**config.mk**
```make
export PLATFORM = sky130hd
export DESIGN_NAME = lzm_front_flat
export DESIGN_NICKNAME = d
export VERILOG_FILES = /design/src/rtl/lzm_pkg.sv /design/src/rtl/lzm_intf.sv /design/src/rtl/lzm_front.sv /design/src/flat_wrapper.sv
export SDC_FILE = /design/constraint.sdc
export NUM_CORES = 1
export LEC_CHECK = 0
export CORE_AREA = 2 2 83 85
export CTS_BUF_LIST = sky130_fd_sc_hd__clkbuf_8
export DETAILED_ROUTE_END_ITERATION = 16
export DIE_AREA = 0 0 85 87
export DONT_BUFFER_PORTS = 1
export GPL_TIMING_DRIVEN = 0
export HOLD_SLACK_MARGIN = 0.12
export SYNTH_ARGS = -nofsm -noshare
export SYNTH_HDL_FRONTEND = slang
export SYNTH_SLANG_ARGS = --single-unit
```
**constraint.sdc**
```tcl
create_clock -name clk -period 3.99 [get_ports clk]
set_input_delay 0.399 -clock clk [delete_from_list [all_inputs] [get_ports clk]]
set_output_delay 0.399 -clock clk [all_outputs]
set_load 0.005 [all_outputs]
```
**src/rtl/lzm_pkg.sv**
```systemverilog
// shared constants, codes and the job record for the lazy zeroed linear memory
`default_nettype none
package lzm_pkg;

    localparam int unsigned BLOCK_BYTES    = 4096;
    localparam int unsigned PAGE_BYTES     = 65536;
    localparam int unsigned CAPACITY_PAGES = 16;

    localparam int unsigned TOTAL_BYTES = CAPACITY_PAGES * PAGE_BYTES;
    localparam int unsigned BLOCK_COUNT = (TOTAL_BYTES + BLOCK_BYTES - 1) / BLOCK_BYTES;
    localparam int unsigned ADDR_W      = $clog2(TOTAL_BYTES);
    localparam int unsigned OFF_W       = $clog2(BLOCK_BYTES);
    localparam int unsigned BLK_W       = ADDR_W - OFF_W;
    localparam int unsigned PAGE_SHIFT  = $clog2(PAGE_BYTES);

    localparam int unsigned FIFO_DEPTH = 2;
    localparam int unsigned FIFO_PTR_W = $clog2(FIFO_DEPTH);
    localparam int unsigned FIFO_CNT_W = $clog2(FIFO_DEPTH + 1);

    localparam int unsigned PAGES_W = 5;
    localparam int unsigned CFG_IDX_W = 4;

    localparam logic [1:0] CMD_READ  = 2'd0;
    localparam logic [1:0] CMD_WRITE = 2'd1;
    localparam logic [1:0] CMD_GROW  = 2'd2;

    localparam logic [1:0] STAT_DONE    = 2'd0;
    localparam logic [1:0] STAT_OOB     = 2'd1;
    localparam logic [1:0] STAT_REFUSED = 2'd2;

    localparam logic [CFG_IDX_W-1:0] CFG_START_PAGES = 4'd0;
    localparam logic [CFG_IDX_W-1:0] CFG_PAGE_LIMIT  = 4'd1;

    localparam logic [PAGES_W-1:0] CAP_PAGES = PAGES_W'(CAPACITY_PAGES);

    typedef struct packed {
        logic               access;
        logic               is_write;
        logic [ADDR_W-1:0]  addr;
        logic [1:0]         size;
        logic [63:0]        data;
        logic [1:0]         status;
        logic [PAGES_W-1:0] pages;
    } job_t;

endpackage
`default_nettype wire

```
**src/rtl/lzm_intf.sv**
```systemverilog
// request, response and configuration channel interfaces
`default_nettype none
interface lzm_req_if;
    logic        valid;
    logic        ready;
    logic [1:0]  command;
    logic [31:0] address;
    logic [1:0]  access_size;
    logic [63:0] write_data;

    modport source (output valid, command, address, access_size, write_data, input ready);
    modport sink (input valid, command, address, access_size, write_data, output ready);
endinterface


interface lzm_cfg_if;
    logic                          valid;
    logic                          ready;
    logic [lzm_pkg::CFG_IDX_W-1:0] index;
    logic [lzm_pkg::PAGES_W-1:0]   data;

    modport source (output valid, index, data, input ready);
    modport sink (input valid, index, data, output ready);
endinterface
`default_nettype wire

```
**src/rtl/lzm_front.sv**
```systemverilog
// front end: config registers, page accounting, bounds check and grow decision
`default_nettype none
module lzm_front (
    input  wire logic       clk,
    input  wire logic       rst_n,
    lzm_req_if.sink         req,
    lzm_cfg_if.sink         cfg,
    input  wire logic       fifo_full,
    output logic            push,
    output lzm_pkg::job_t   push_job,
    output logic            clear_presence
);

    logic [lzm_pkg::PAGES_W-1:0] start_reg, start_next;
    logic [lzm_pkg::PAGES_W-1:0] limit_reg, limit_next;
    logic [lzm_pkg::PAGES_W-1:0] grown_reg, grown_next;

    logic [lzm_pkg::PAGES_W-1:0] start_sat;
    logic [lzm_pkg::PAGES_W-1:0] cur_pages;
    logic [32:0]                 end_addr;
    logic [32:0]                 size_bytes;
    logic [3:0]                  nbytes;
    logic                        oob;
    logic                        room;
    logic                        allowed;
    logic                        grow_ok;

    assign req.ready = !fifo_full;
    assign cfg.ready = 1'b1;
    assign push      = req.valid && req.ready;

    assign clear_presence = cfg.valid && (cfg.index == lzm_pkg::CFG_START_PAGES);

    always_comb
    begin
        start_sat  = (start_reg > lzm_pkg::CAP_PAGES) ? lzm_pkg::CAP_PAGES : start_reg;
        cur_pages  = start_sat + grown_reg;
        nbytes     = 4'd1 << req.access_size;
        end_addr   = {1'b0, req.address} + 33'(nbytes);
        size_bytes = 33'(cur_pages) << lzm_pkg::PAGE_SHIFT;
        oob        = end_addr > size_bytes;
        room       = cur_pages < lzm_pkg::CAP_PAGES;
        allowed    = (limit_reg == '0) || (cur_pages < limit_reg);
        grow_ok    = room && allowed;

        push_job.access   = 1'b0;
        push_job.is_write = (req.command == lzm_pkg::CMD_WRITE);
        push_job.addr     = req.address[lzm_pkg::ADDR_W-1:0];
        push_job.size     = req.access_size;
        push_job.data     = req.write_data;
        push_job.status   = lzm_pkg::STAT_DONE;
        push_job.pages    = cur_pages;
        grown_next        = grown_reg;

        unique case (req.command)
            lzm_pkg::CMD_READ, lzm_pkg::CMD_WRITE:
            begin
                if (oob)
                begin
                    push_job.status = lzm_pkg::STAT_OOB;
                end
                else
                begin
                    push_job.access = 1'b1;
                end
            end
            lzm_pkg::CMD_GROW:
            begin
                if (grow_ok)
                begin
                    push_job.pages = cur_pages + 1'b1;
                    if (push)
                    begin
                        grown_next = grown_reg + 1'b1;
                    end
                end
                else
                begin
                    push_job.status = lzm_pkg::STAT_REFUSED;
                end
            end
            default:
            begin
                // unused command: plain done result
            end
        endcase

        start_next = start_reg;
        limit_next = limit_reg;
        if (cfg.valid)
        begin
            if (cfg.index == lzm_pkg::CFG_START_PAGES)
            begin
                start_next = cfg.data;
                grown_next = '0;
            end
            else if (cfg.index == lzm_pkg::CFG_PAGE_LIMIT)
            begin
                limit_next = cfg.data;
            end
        end
    end

    always_ff @(posedge clk or negedge rst_n)
    begin
        if (!rst_n)
        begin
            start_reg <= lzm_pkg::PAGES_W'(1);
            limit_reg <= '0;
            grown_reg <= '0;
        end
        else
        begin
            start_reg <= start_next;
            limit_reg <= limit_next;
            grown_reg <= grown_next;
        end
    end

endmodule
`default_nettype wire

```
**src/flat_wrapper.sv**
```systemverilog
// flat-port wrapper written by rule: the top's interface ports become plain ports
module lzm_front_flat 
  (clk, rst_n, fifo_full, push, push_job, clear_presence, req_valid, req_command, req_address, req_access_size, req_write_data, req_ready, cfg_valid, cfg_index, cfg_data, cfg_ready);
  lzm_req_if req_i ();
  lzm_cfg_if cfg_i ();
  input  wire logic clk;
  input  wire logic rst_n;
  input  wire logic fifo_full;
  output logic push;
  output lzm_pkg::job_t push_job;
  output logic clear_presence;
  input wire logic [$bits(req_i.valid)-1:0] req_valid;
  input wire logic [$bits(req_i.command)-1:0] req_command;
  input wire logic [$bits(req_i.address)-1:0] req_address;
  input wire logic [$bits(req_i.access_size)-1:0] req_access_size;
  input wire logic [$bits(req_i.write_data)-1:0] req_write_data;
  output wire logic [$bits(req_i.ready)-1:0] req_ready;
  input wire logic [$bits(cfg_i.valid)-1:0] cfg_valid;
  input wire logic [$bits(cfg_i.index)-1:0] cfg_index;
  input wire logic [$bits(cfg_i.data)-1:0] cfg_data;
  output wire logic [$bits(cfg_i.ready)-1:0] cfg_ready;
  assign req_i.valid = req_valid;
  assign req_i.command = req_command;
  assign req_i.address = req_address;
  assign req_i.access_size = req_access_size;
  assign req_i.write_data = req_write_data;
  assign req_ready = req_i.ready;
  assign cfg_i.valid = cfg_valid;
  assign cfg_i.index = cfg_index;
  assign cfg_i.data = cfg_data;
  assign cfg_ready = cfg_i.ready;
  lzm_front u_core (.clk(clk), .rst_n(rst_n), .req(req_i), .cfg(cfg_i), .fifo_full(fifo_full), .push(push), .push_job(push_job), .clear_presence(clear_presence));
endmodule
```
==> impl_results.md <==
* CP peak stage delay at around 0.46 ns
* Grt total ovfl at 0
* Max Freq at 254 MHz
* Detailed Place HPWL at 5090 µm
* Clock transition at the registers of the reported paths at approximately 0.060 ns
* Routed vias/inst at 5.19
* Slowest cell on the critical path: dfrtp_2
* Worst-Skew Late Latency at 0.24 ns
* Htree depth at 1
* Final Hold Fails at 0
* Avg Inst Size Synth at 8.32 µm²
* Reg2Reg Depth at 11
* Post-Syn Instances at about 300
* Routing usage on met3 at 0.0199
* Count of cell types in the netlist at 55
* Placer Congestion at 0.864
* GRT Util Overall at 0.147
* Worst path top cell family by delay: compound AO/OA/AOI/OAI gates
* Core Area at 6570 µm²
* Met1 global-route usage at 0.188
* Placed cells at between 300 and 400
* Clock power share at 0.122
* RSZ-0062 raised after global routing: yes
* Drt drc at 0
* CP Cell Sequence: nor2b_4 -> ha_4 -> a21o_1 -> a21oi_2 -> xnor2_2 -> inv_2 -> ha_4 -> nand2b_4 -> a2111oi_4 -> o21ai_1 -> a211oi_2 -> a41oi_2 -> maj3_2 -> a211oi_4 -> nor2b_4
* Vias in the first global route at a little under 2000
* Crit. path cell count at 15
* Drt wl/cell at 15.8 µm
* Worst setup endpoint: push_job[94]
* Die span in y at 87 µm
* Post-Route WL at 6290 µm
* Tcrit/Tclk final at 0.985
* Max-slew headroom at 0.574
* Fin crit period at 3.93 ns
* Register area at 378 µm²
* CTS Sinks at 15
* LEAKAGE at 0.00137 µW
* Sequential Power Share at 0.246
* Die width at 85 µm
* Final Skew at 0.00318 ns
* Hold Slack at 0.300 ns
* Post-DP Area at 2610 µm²
* WP buf/inv at 1
* Filler cells at 646
* CP Data Arrival Time at 3.53 ns
* Outcome: finished, final reports clean
* Synth Register Bits at 15
* Initial antenna violation count at 0
* Worst Tran Pin Value at 0.636 ns
* Worst setup path class: flop to primary output
* Syn_nets at 436
* Gate power share at 0.632
* Worst vdd ir at 0.000268 V
* Async SR Flop Fraction at 1.00
* # port buffers at 0
* EDFF count, synth at 0
* Worst r2r dst: u_core.grown_reg[4]
* M2 GR Usage at 0.271
* Net Switching at 377 µW
* First-pass GRT wire length at 8970 µm
* DR vias at 2064
* CP endpoint kind: primary output
* 1st-pass router iterations at 4
* Die area at 7400 µm²
* Deepest clock path buffer count at 2
* Switch share at 0.394
* CTS tree: built
* Hold crit path type: input port to flop
* Hold Crit Depth at 1
* Internal Power at slightly below 600 µW
* Top_reg_cell synth: dfrtp_1
* Post-Layout Cell Count at 398
* # diodes at 0
* Pin count of the biggest net entering global routing at 16
* Post-route setup TNS at 0 ns
* Reg-to-Reg Start: u_core.start_reg[0]
* Worst setup startpoint: u_core.start_reg[4]
* Yosys warnings at 0
* Seq/Total Area, Yosys at 0.150
* Post-route cell area at 3010 µm²
* Initial core utilization at 0.383
* Drt first-iter violations at 27
* Final-report setup violation count at 0
* Ports at 213
* TritonCTS buffer count at 3
* Nets at 453
* Detail Route Antenna Nets at 0
* Row Count at 30
* Busiest layer in global routing: met2
* Critical path fanouts, max at 4
* Req. time, crit path at 3.59 ns
* Area of the multi-input gates at 1680 µm²
* Area Overhead vs Synth at 19.7%
* Root buf cell: clkbuf_8
* Setup crit start kind: flop
* Max Cap Violations at 0
* R2R Setup Slk at 0.71 ns
* Max-slew violations at 0
* Pwr/cell area at 318 nW/µm²
* Cell area after synthesis at 2510 µm²
* Total power at 957 µW
* Layout cells sized above 1 at 0.497
cell usage after synthesis (3+ instances only):
library cell / count / area, µm²
buf_4: 87 / 653
ha_1: 18 / 225
nand2_1: 16 / 60.1
dfrtp_1: 14 / 350
nor2b_1: 14 / 87.6
a21oi_1: 11 / 55.1
inv_1: 11 / 41.3
o21ai_0: 11 / 55.1
mux2_2: 10 / 113
xnor2_1: 10 / 87.6
nand3_1: 9 / 45.0
nor2_1: 8 / 30.0
xor2_1: 8 / 70.1
a21o_1: 5 / 37.5
nand4_1: 5 / 31.3
a2111oi_0: 4 / 35.0
and2_1: 4 / 25.0
and3_1: 3 / 18.8
and3_4: 3 / 33.8
and4_1: 3 / 26.3
mux2i_1: 3 / 30.0
nand2b_1: 3 / 18.8
or3_1: 3 / 18.8
cells in the final DEF (no fill, tap or decap), drive strengths merged, types with 2 or more instances in the layout:
master and count:
or4 2, nand2b 3, mux2 11, nand2 16
dfrtp 14, a21oi 11, clkbuf 3, nor2 8
nor2b 14, and2 4, nor3b 2, a21o 5
xnor2 10, mux2i 3, o21ai 11, nand4 5
o22ai 3, a2111oi 4, nor4b 2, a211oi 3
or3 3, ha 18, nor3 2, nand3 9
and3 7, fa 2, xor2 8, buf 101
inv 12, and4 5
layout make-up:
type	count	area share
Multi-Input combinational cell	186	0.558
Buffer	89	0.220
Timing Repair Buffer	13	0.0345
Inverter	11	0.0137
Clock inverter	1	0.00125
Sequential cell	15	0.126
Tap cell	80	0.0333
Clock buffer	3	0.0137
kinds of logic (layout without fill, tap and decap cells):
kind of cell,Yosys count,after routing,synth area share
and+or+nand+nor,84,84,0.198
adders and majority gates,21,21,0.110
buffers and inverters,101,117,0.284
other,1,1,0.00149
AOI/OAI and AO/OA,48,48,0.133
xor gates and xnor gates,18,18,0.0627
muxes,14,14,0.0612
DFF,15,15,0.150
stage by stage:
| stage | worst slack, ns | util |
|---|---|---|
| after floorplan | 0.173 | - |
| after global placement | -0.370 | 0.398 |
| after detailed placement | -0.357 | 0.398 |
| after CTS | 0.00764 | 0.446 |
| after global routing | -0.103 | 0.458 |
| final | 0.0579 | 0.458 |
power groups by stage:
stage / clock network (µW) / registers, µW / logic (µW)
after floorplan: 0 / 217 / 400
after CTS: 122 / 231 / 587
after global routing: 128 / 242 / 675
final: 117 / 235 / 605
after global placement: 0 / 228 / 488
after detailed placement: 0 / 228 / 498
per-layer routing:
layer,vias to the layer above,share of wire
li1,1004,-
met1,968,0.40
met2,89,0.52
met3,3,0.073
met4,0,0.0043
met5,-,0
what timing repair did:
| action | 4_1_cts | 5_1_grt |
|---|---|---|
| resized for setup | 41 | 7 |
| pin swaps | 24 | 14 |
| endpoints found under the setup margin | 2 | 2 |
| hold buffers | 1 | 0 |
| endpoints found under the hold margin | 15 | 0 |
| buffers inserted | 10 | 2 |
worst min path at each step:
| stage | from | endpoint | slack (ns) |
|---|---|---|---|
| 2_1_floorplan | rst_n | u_core.grown_reg[0] | 0.10 |
| 3_3_place_gp | rst_n | u_core.grown_reg[1] | 0.10 |
| 3_5_place_dp | rst_n | u_core.grown_reg[1] | 0.10 |
| 4_1_cts | cfg_data[3] | u_core.limit_reg[3] | 0.30 |
| 5_1_grt | cfg_data[2] | u_core.start_reg[2] | 0.29 |
| 6_report | cfg_data[3] | u_core.start_reg[3] | 0.30 |
Note: power is estimated with default switching activity, not from simulation.
