--- src/rtl/lzm_pkg.sv ---
// shared constants, codes and the job record for the lazy zeroed linear memory
`default_nettype none
package lzm_pkg;

    localparam int unsigned BLOCK_BYTES    = 4096;
    localparam int unsigned PAGE_BYTES     = 65536;
    localparam int unsigned CAPACITY_PAGES = 16;

    localparam int unsigned TOTAL_BYTES = CAPACITY_PAGES * PAGE_BYTES;
    localparam int unsigned BLOCK_COUNT = (TOTAL_BYTES + BLOCK_BYTES - 1) / BLOCK_BYTES;
    localparam int unsigned ADDR_W      = $clog2(TOTAL_BYTES);
    localparam int unsigned OFF_W       = $clog2(BLOCK_BYTES);
    localparam int unsigned BLK_W       = ADDR_W - OFF_W;
    localparam int unsigned PAGE_SHIFT  = $clog2(PAGE_BYTES);

    localparam int unsigned FIFO_DEPTH = 2;
    localparam int unsigned FIFO_PTR_W = $clog2(FIFO_DEPTH);
    localparam int unsigned FIFO_CNT_W = $clog2(FIFO_DEPTH + 1);

    localparam int unsigned PAGES_W = 5;
    localparam int unsigned CFG_IDX_W = 4;

    localparam logic [1:0] CMD_READ  = 2'd0;
    localparam logic [1:0] CMD_WRITE = 2'd1;
    localparam logic [1:0] CMD_GROW  = 2'd2;

    localparam logic [1:0] STAT_DONE    = 2'd0;
    localparam logic [1:0] STAT_OOB     = 2'd1;
    localparam logic [1:0] STAT_REFUSED = 2'd2;

    localparam logic [CFG_IDX_W-1:0] CFG_START_PAGES = 4'd0;
    localparam logic [CFG_IDX_W-1:0] CFG_PAGE_LIMIT  = 4'd1;

    localparam logic [PAGES_W-1:0] CAP_PAGES = PAGES_W'(CAPACITY_PAGES);

    typedef struct packed {
        logic               access;
        logic               is_write;
        logic [ADDR_W-1:0]  addr;
        logic [1:0]         size;
        logic [63:0]        data;
        logic [1:0]         status;
        logic [PAGES_W-1:0] pages;
    } job_t;

endpackage
`default_nettype wire

--- src/rtl/lzm_fifo.sv ---
// two-entry job queue between front and back end
`default_nettype none
module lzm_fifo (
    input  wire logic           clk,
    input  wire logic           rst_n,
    input  wire logic           push,
    input  wire lzm_pkg::job_t  push_job,
    output logic                full,
    input  wire logic           pop,
    output lzm_pkg::job_t       pop_job,
    output logic                empty
);

    lzm_pkg::job_t                   entries_reg [lzm_pkg::FIFO_DEPTH];
    logic [lzm_pkg::FIFO_PTR_W-1:0]  wptr_reg, wptr_next;
    logic [lzm_pkg::FIFO_PTR_W-1:0]  rptr_reg, rptr_next;
    logic [lzm_pkg::FIFO_CNT_W-1:0]  count_reg, count_next;
    logic                            do_push;
    logic                            do_pop;

    assign full    = (count_reg == lzm_pkg::FIFO_CNT_W'(lzm_pkg::FIFO_DEPTH));
    assign empty   = (count_reg == '0);
    assign pop_job = entries_reg[rptr_reg];
    assign do_push = push && !full;
    assign do_pop  = pop && !empty;

    always_comb
    begin
        wptr_next  = do_push ? wptr_reg + 1'b1 : wptr_reg;
        rptr_next  = do_pop ? rptr_reg + 1'b1 : rptr_reg;
        count_next = count_reg;
        if (do_push && !do_pop)
        begin
            count_next = count_reg + 1'b1;
        end
        else if (do_pop && !do_push)
        begin
            count_next = count_reg - 1'b1;
        end
    end

    always_ff @(posedge clk or negedge rst_n)
    begin
        if (!rst_n)
        begin
            wptr_reg  <= '0;
            rptr_reg  <= '0;
            count_reg <= '0;
        end
        else
        begin
            wptr_reg  <= wptr_next;
            rptr_reg  <= rptr_next;
            count_reg <= count_next;
        end
    end

    always_ff @(posedge clk)
    begin
        if (do_push)
        begin
            entries_reg[wptr_reg] <= push_job;
        end
    end

endmodule
`default_nettype wire

--- config.mk ---
export PLATFORM = sky130hd
export DESIGN_NAME = lzm_fifo
export DESIGN_NICKNAME = d
export VERILOG_FILES = /design/src/rtl/lzm_pkg.sv /design/src/rtl/lzm_fifo.sv
export SDC_FILE = /design/constraint.sdc
export NUM_CORES = 1
export LEC_CHECK = 0
export BUFFER_PORTS_ARGS = -buffer_cell sky130_fd_sc_hd__buf_2
export CAP_MARGIN = 10
export CORE_MARGIN = 3
export CORE_UTILIZATION = 47
export DETAILED_ROUTE_END_ITERATION = 8
export PLACE_DENSITY = 0.69
export SKIP_CTS_REPAIR_TIMING = 1
export SYNTH_ARGS = -nofsm -noshare
export SYNTH_HDL_FRONTEND = slang
export SYNTH_SLANG_ARGS = --single-unit
--- constraint.sdc ---
create_clock -name clk -period 6.4 [get_ports clk]
set_input_delay 1.6 -clock clk [delete_from_list [all_inputs] [get_ports clk]]
set_output_delay 1.6 -clock clk [all_outputs]
set_load 0.005 [all_outputs]
==> flow_metrics.env, run 1 <==
export IMPL_status="completed"
export IMPL_r2r_end="entries_reg[1][76]"
export IMPL_synth_seq_area_share_pct=80.04
export IMPL_cts_made_buffers=17
export IMPL_reg2reg_from="count_reg[0]"
export IMPL_ctsRootBufferMaster="sky130_fd_sc_hd__clkbuf_16"
export IMPL_place_gp_congestion=0.7107
export IMPL_crit_path_end_kind="output port"
export IMPL_fp_dieH_microns=130.2
export IMPL_timing_hold_ws_ps=522.1
export IMPL_worstHoldPathType="reg2reg"
export IMPL_path_max_fanout=71
export IMPL_layout_drive_gt1_share_pct=60.75
export IMPL_maxClockFrequency_mhz=235.1
export IMPL_startpoint_type="flop"
export IMPL_postPlaceCellArea_sq_um=8374
export IMPL_largest_reg_flops=190
export IMPL_layout_cells_non_filler=720
export IMPL_slack_of_the_worst_reg_to_reg_path_ps=4090
export IMPL_clkTransAtPathRegs_ps=60
export IMPL_final_min_clock_period_ps=4253
export IMPL_leakagePower_nw=3.478
export IMPL_cp_data_arrival_time_ps=2650
export IMPL_cts_htree_levels=4
export IMPL_wire_per_inst_microns=17.67
export IMPL_global_routing_met2_resource_utilization_pct=23.66
export IMPL_holdCritStartpoint="count_reg[1]"
export IMPL_tightestPinTransition_ps=1059
export IMPL_worstHoldPathCells=1
export IMPL_groute_layer_met1_usage_pct=17.58
export IMPL_post_synth_cell_area_avg_sq_um=23.03
export IMPL_hold_viol=0
export IMPL_fin_crit_sh_pct=66.46
export IMPL_tritoncts_num_sinks=194
export IMPL_initial_utilization_pct=48.98
export IMPL_pwr_density_cell_nw_per_um2=445.2
export IMPL_relSlewSlack_pct=29.38
export IMPL_drt_initial_drc_count=190
export IMPL_setup_tns_ps=0
export IMPL_p_switching_w=0.001053
export IMPL_ys_seq_elements=194
export IMPL_antenna_left=0
export IMPL_cp_required_ps=4800
export IMPL_port_buffer_count=195
export IMPL_row_count=44
export IMPL_power_switching_share_pct=26.37
export IMPL_power_share_of_the_sequential_group_pct=47.7
export IMPL_rsz_0062_raised_after_global_routing="no"
export IMPL_ys_types=17
export IMPL_post_route_drc_count=0
export IMPL_globalRouteMet3Util_pct=6.631
export IMPL_clk_latency_ps=420
export IMPL_postRouteWirelength_microns=12720
export IMPL_post_route_cell_area_sq_um=8970
export IMPL_finalCoreUtilization_pct=60.57
export IMPL_maximum_number_of_pins_on_one_net_before_global_route_repair=72
export IMPL_globalRoute_busiestLayer="met2"
export IMPL_grt_ovfl_total=0
export IMPL_cap_violations=0
export IMPL_tritoncts="built"
export IMPL_area_growth_pct=23.67
export IMPL_power_internal_w=0.002940
export IMPL_io_pin_count=196
export IMPL_fp_dieArea_sq_um=16960
export IMPL_grt_first_pass_wirelength_microns=18570
export IMPL_synth_cells=315
export IMPL_final_fill_count=1109
export IMPL_via_count_of_the_first_global_routing_pass=3625
export IMPL_setup_violations=0
export IMPL_report_final_slew_viol_count=0
export IMPL_criticalPathCategory="reg2out"
export IMPL_yosysWarnings=0
export IMPL_hpwlAfterDp_microns=8618
export IMPL_placedCellCount=687
export IMPL_drt_first_pass_iters=4
export IMPL_chipWidth_microns=130.2
export IMPL_floorplan_core_area_sq_um=14810
export IMPL_vdd_ir_drop_max_mv=0.3033
export IMPL_grt_use_total_pct=14.76
export IMPL_timing_clock_skew_ps=6.496
export IMPL_clockBufferDepth=2
export IMPL_mappedNetlistArea_sq_um=7253
export IMPL_syn_num_nets=415
export IMPL_route_vias_total=3579
export IMPL_r2r_worst_path_cells=3
export IMPL_fin_nets=622
export IMPL_clockPowerShare_pct=26.2
export IMPL_hold_path_endpoint="count_reg[1]"
export IMPL_vias_per_cell=4.971
export IMPL_p_comb_share_pct=26.1
export IMPL_grt_antenna_before_repair=1
-- metal layers --
layer	share of wire [%]	vias up
met5	0.063	-
met4	1.6	2
met3	8.9	18
li1	-	1662
met1	40	1763
met2	49	134
-- how the worst max path moves through the flow --
| stage | startpoint | to | slack [ps] | cells past startpoint |
|---|---|---|---|---|
| detailed placement | rptr_reg | pop_job[74] | 2590 | 3 |
| global placement | rptr_reg | pop_job[77] | 2600 | 3 |
| floorplan | push | entries_reg[0][0] | 210 | 2 |
| finish | rptr_reg | pop_job[77] | 2150 | 3 |
| global route | rptr_reg | pop_job[78] | 2020 | 3 |
| CTS | rptr_reg | pop_job[74] | 2120 | 3 |
-- power by group through the flow --
stage                     clock network (W)  logic, W  registers (W)
after floorplan                           0  0.000789        0.00185
after global placement                    0   0.00105        0.00192
after detailed placement                  0   0.00107        0.00194
after CTS                           0.00107   0.00107        0.00191
after global routing                0.00112   0.00114        0.00194
final                               0.00104   0.00104        0.00191
-- per-stage QoR --
step / setup WS [ps] / total power [W]
floorplan: 205.9 / 0.002637
global route: 2018 / 0.004198
CTS: 2118 / 0.004051
detailed placement: 2591 / 0.003005
global placement: 2601 / 0.002974
finish: 2147 / 0.003993
-- cell families after synthesis --
kind of cell	after synthesis	share of synthesized area [%]
fa+ha+maj	1	0.1725
mux	95	16.82
compound gates	1	0.06894
flops	194	80.04
simple gates	6	0.3796
xor+xnor	5	0.6039
buf+inv	13	1.915
-- synthesized netlist by cell type --
master,number,area (sq um)
sky130_fd_sc_hd__xnor2_1,3,26.28
sky130_fd_sc_hd__edfxtp_1,190,5705
sky130_fd_sc_hd__buf_8,1,15.01
sky130_fd_sc_hd__nor2_1,3,11.26
sky130_fd_sc_hd__xor2_1,2,17.52
sky130_fd_sc_hd__mux2_4,40,600.6
sky130_fd_sc_hd__and3_1,1,6.260
sky130_fd_sc_hd__buf_12,4,80.08
sky130_fd_sc_hd__mux2_2,55,619.3
sky130_fd_sc_hd__buf_2,5,25.02
sky130_fd_sc_hd__ha_1,1,12.51
sky130_fd_sc_hd__dfrtp_1,4,100.1
sky130_fd_sc_hd__nand2_1,1,3.750
sky130_fd_sc_hd__inv_1,2,7.510
sky130_fd_sc_hd__nand2b_1,1,6.260
sky130_fd_sc_hd__o21ai_0,1,5.000
sky130_fd_sc_hd__buf_6,1,11.26
-- critical path, stage by stage (launching register included) --
cell and delay [ps]:
sky130_fd_sc_hd__dfrtp_4 1110, sky130_fd_sc_hd__buf_4 540, sky130_fd_sc_hd__mux2_2 380, sky130_fd_sc_hd__buf_2 120
-- cell type report --
type,count,area [sq um],area share (%)
Clock buffer,18,429.2,4.784
Tap cell,184,230.2,2.567
Timing Repair Buffer,199,1006,11.21
Sequential cell,194,5809,64.76
Multi-Input combinational cell,108,1321,14.73
Antenna cell,1,2.502,0.02790
Inverter,2,7.507,0.08369
Clock inverter,14,163.9,1.827
-- layout by cell type, fill, tap and decap left out --
master                       instances
sky130_fd_sc_hd__clkbuf_1            1
sky130_fd_sc_hd__bufinv_16           3
sky130_fd_sc_hd__clkinvlp_4          3
sky130_fd_sc_hd__nor2_1              2
sky130_fd_sc_hd__clkinv_2            1
sky130_fd_sc_hd__buf_4               4
sky130_fd_sc_hd__nor2_4              1
sky130_fd_sc_hd__buf_2             195
sky130_fd_sc_hd__inv_6               1
sky130_fd_sc_hd__mux2_2             55
sky130_fd_sc_hd__edfxtp_1          190
sky130_fd_sc_hd__xor2_1              2
sky130_fd_sc_hd__inv_1               2
sky130_fd_sc_hd__mux2_4             40
sky130_fd_sc_hd__clkbuf_16          17
sky130_fd_sc_hd__clkinv_1            3
sky130_fd_sc_hd__nand2_1             1
sky130_fd_sc_hd__dfrtp_4             1
sky130_fd_sc_hd__clkinv_4            3
sky130_fd_sc_hd__diode_2             1
sky130_fd_sc_hd__o21ai_0             1
sky130_fd_sc_hd__nand2b_1            1
sky130_fd_sc_hd__and3_4              1
sky130_fd_sc_hd__xnor2_1             3
sky130_fd_sc_hd__dfrtp_1             3
sky130_fd_sc_hd__ha_1                1
Power figures use the tool's default switching activity.
==> run 2: changes to the inputs <==
==> constraint.sdc (replaced) <==
create_clock -name clk -period 4.15 [get_ports clk]
set_input_delay 1.0375 -clock clk [delete_from_list [all_inputs] [get_ports clk]]
set_output_delay 1.0375 -clock clk [all_outputs]
set_load 0.005 [all_outputs]
==> run 2 against run 1 <==
Against the previous run:
- register-to-register slack got worse by 1900 ps
- core utilization is 0.27 points higher
- worst setup slack worse by 1200 ps
- sequential share of layout area is 0.29 points lower
- non-clock buffer count is 1 higher
- flip-flop and latch count unchanged
- critical endpoint is now pop_job[21]
==> flow_metrics.env, run 2 (same netlist as run 1, synthesis figures left out) <==
export IMPL_status="completed"
export IMPL_grt_antenna_before_repair=0
export IMPL_timing_clock_skew_ps=8.751
export IMPL_crit_path_end_kind="output port"
export IMPL_grt_ovfl_total=0
export IMPL_largest_reg_flops=190
export IMPL_rsz_0062_raised_after_global_routing="no"
export IMPL_cts_htree_levels=4
export IMPL_vias_per_cell=4.942
export IMPL_hpwlAfterDp_microns=8647
export IMPL_initial_utilization_pct=48.98
export IMPL_clk_latency_ps=430
export IMPL_path_max_fanout=49
export IMPL_cp_data_arrival_time_ps=2190
export IMPL_area_growth_pct=24.22
export IMPL_setup_tns_ps=0
export IMPL_post_route_cell_area_sq_um=9010
export IMPL_fin_crit_sh_pct=77.77
export IMPL_pwr_density_cell_nw_per_um2=687.7
export IMPL_slack_of_the_worst_reg_to_reg_path_ps=2160
export IMPL_r2r_worst_path_cells=3
export IMPL_final_min_clock_period_ps=3228
export IMPL_clockPowerShare_pct=26.0
export IMPL_setup_violations=0
export IMPL_row_count=44
export IMPL_fin_nets=623
export IMPL_r2r_end="entries_reg[1][18]"
export IMPL_fp_dieArea_sq_um=16960
export IMPL_worstHoldPathType="in2async"
export IMPL_cts_made_buffers=17
export IMPL_layout_cells_non_filler=719
export IMPL_leakagePower_nw=3.497
export IMPL_reg2reg_from="count_reg[0]"
export IMPL_power_switching_share_pct=26.45
export IMPL_report_power_total_w=0.006196
export IMPL_wire_per_inst_microns=17.55
export IMPL_tritoncts_num_sinks=194
export IMPL_floorplan_core_area_sq_um=14810
export IMPL_clkTransAtPathRegs_ps=70
export IMPL_antenna_cells=0
export IMPL_place_gp_congestion=0.7569
export IMPL_drt_first_pass_iters=4
export IMPL_layout_drive_gt1_share_pct=60.93
export IMPL_timing_hold_ws_ps=401.3
export IMPL_fp_dieH_microns=130.2
export IMPL_relSlewSlack_pct=53.96
export IMPL_antenna_left=0
export IMPL_maximum_number_of_pins_on_one_net_before_global_route_repair=55
export IMPL_hold_viol=0
export IMPL_cp_required_ps=3110
export IMPL_report_final_slew_viol_count=0
export IMPL_leading_cell_types_in_the_layout_fill_and_taps_excluded="195 x sky130_fd_sc_hd__buf_2, 190 x sky130_fd_sc_hd__edfxtp_1, 55 x sky130_fd_sc_hd__mux2_2, 40 x sky130_fd_sc_hd__mux2_4, 17 x sky130_fd_sc_hd__clkbuf_16"
export IMPL_p_switching_w=0.001639
export IMPL_drt_initial_drc_count=186
export IMPL_criticalPathCategory="reg2out"
export IMPL_vdd_ir_drop_max_mv=0.4216
export IMPL_clockBufferDepth=2
export IMPL_most_common_library_cell_in_the_layout_ignoring_fill_and_taps="sky130_fd_sc_hd__buf_2"
export IMPL_tightestPinTransition_ps=690.6
export IMPL_cap_violations=0
export IMPL_power_internal_w=0.004557
export IMPL_maxClockFrequency_mhz=309.8
export IMPL_p_comb_share_pct=27.5
export IMPL_power_share_of_the_sequential_group_pct=46.5
export IMPL_via_count_of_the_first_global_routing_pass=3674
export IMPL_io_pin_count=196
export IMPL_postRouteWirelength_microns=12620
export IMPL_startpoint_type="flop"
export IMPL_chipWidth_microns=130.2
export IMPL_tritoncts="built"
export IMPL_post_route_drc_count=0
export IMPL_grt_use_total_pct=14.94
export IMPL_port_buffer_count=195
export IMPL_postPlaceCellArea_sq_um=8419
export IMPL_placedCellCount=688
export IMPL_route_vias_total=3553
export IMPL_grt_first_pass_wirelength_microns=18800
export IMPL_ctsRootBufferMaster="sky130_fd_sc_hd__clkbuf_16"
==> run 2: cell count changes in the layout (fill, tap and decap cells not counted) <==
cell,delta
sky130_fd_sc_hd__buf_12,+3
sky130_fd_sc_hd__buf_4,-2
sky130_fd_sc_hd__clkinv_1,-1
sky130_fd_sc_hd__clkinvlp_4,-1
sky130_fd_sc_hd__diode_2,-1
sky130_fd_sc_hd__inv_6,+1
==> run 2: power by group through the flow <==
stage | combinational (W) | clock, W | sequential (W)
6_report | 0.00170 | 0.00161 | 0.00288
5_1_grt | 0.00186 | 0.00173 | 0.00293
4_1_cts | 0.00174 | 0.00165 | 0.00289
3_5_place_dp | 0.00173 | 0 | 0.00293
3_3_place_gp | 0.00172 | 0 | 0.00290
2_1_floorplan | 0.00122 | 0 | 0.00283
==> run 2: through the flow <==
stage / utilization (%) / setup WS, ps
2_1_floorplan: - / 116.5
3_3_place_gp: 56.85 / 1367
3_5_place_dp: 56.85 / 1350
4_1_cts: 60.84 / 874.8
5_1_grt: 60.84 / 811.4
6_report: 60.84 / 922.4
==> run 2: cell type report <==
class / instances / area (sq um)
inverter: 2 / 7.507
fill: 1076 / 5799
timing repair buffer: 200 / 1051
sequential: 194 / 5809
clock buffer: 18 / 429.2
tap: 184 / 230.2
multi-input combinational: 108 / 1321
clock inverter: 13 / 161.4
==> run 2: worst max-delay path by stage <==
stage | from | to | slack [ps] | depth (start not counted)
3_3_place_gp | rptr_reg | pop_job[21] | 1370 | 3
3_5_place_dp | rptr_reg | pop_job[21] | 1350 | 3
2_1_floorplan | push | entries_reg[0][0] | 120 | 2
4_1_cts | rptr_reg | pop_job[21] | 870 | 3
5_1_grt | rptr_reg | pop_job[21] | 810 | 3
6_report | rptr_reg | pop_job[21] | 920 | 3
==> run 2: routing by layer <==
layer  vias up  routed length (microns)  global-route usage (%)  share of wire [%]
li1       1660                        -                       -                  -
met4         0                      161                   4.951                1.3
met1      1724                     5066                   17.59                 40
met2       154                     5877                   23.36                 47
met5         -                        0                       0                  0
met3        15                     1509                   8.391                 12
==> run 2: critical path, stage by stage (launching register included) <==
cell and delay [ps]:
sky130_fd_sc_hd__dfrtp_4 870, sky130_fd_sc_hd__buf_12 350, sky130_fd_sc_hd__mux2_2 380, sky130_fd_sc_hd__buf_2 130
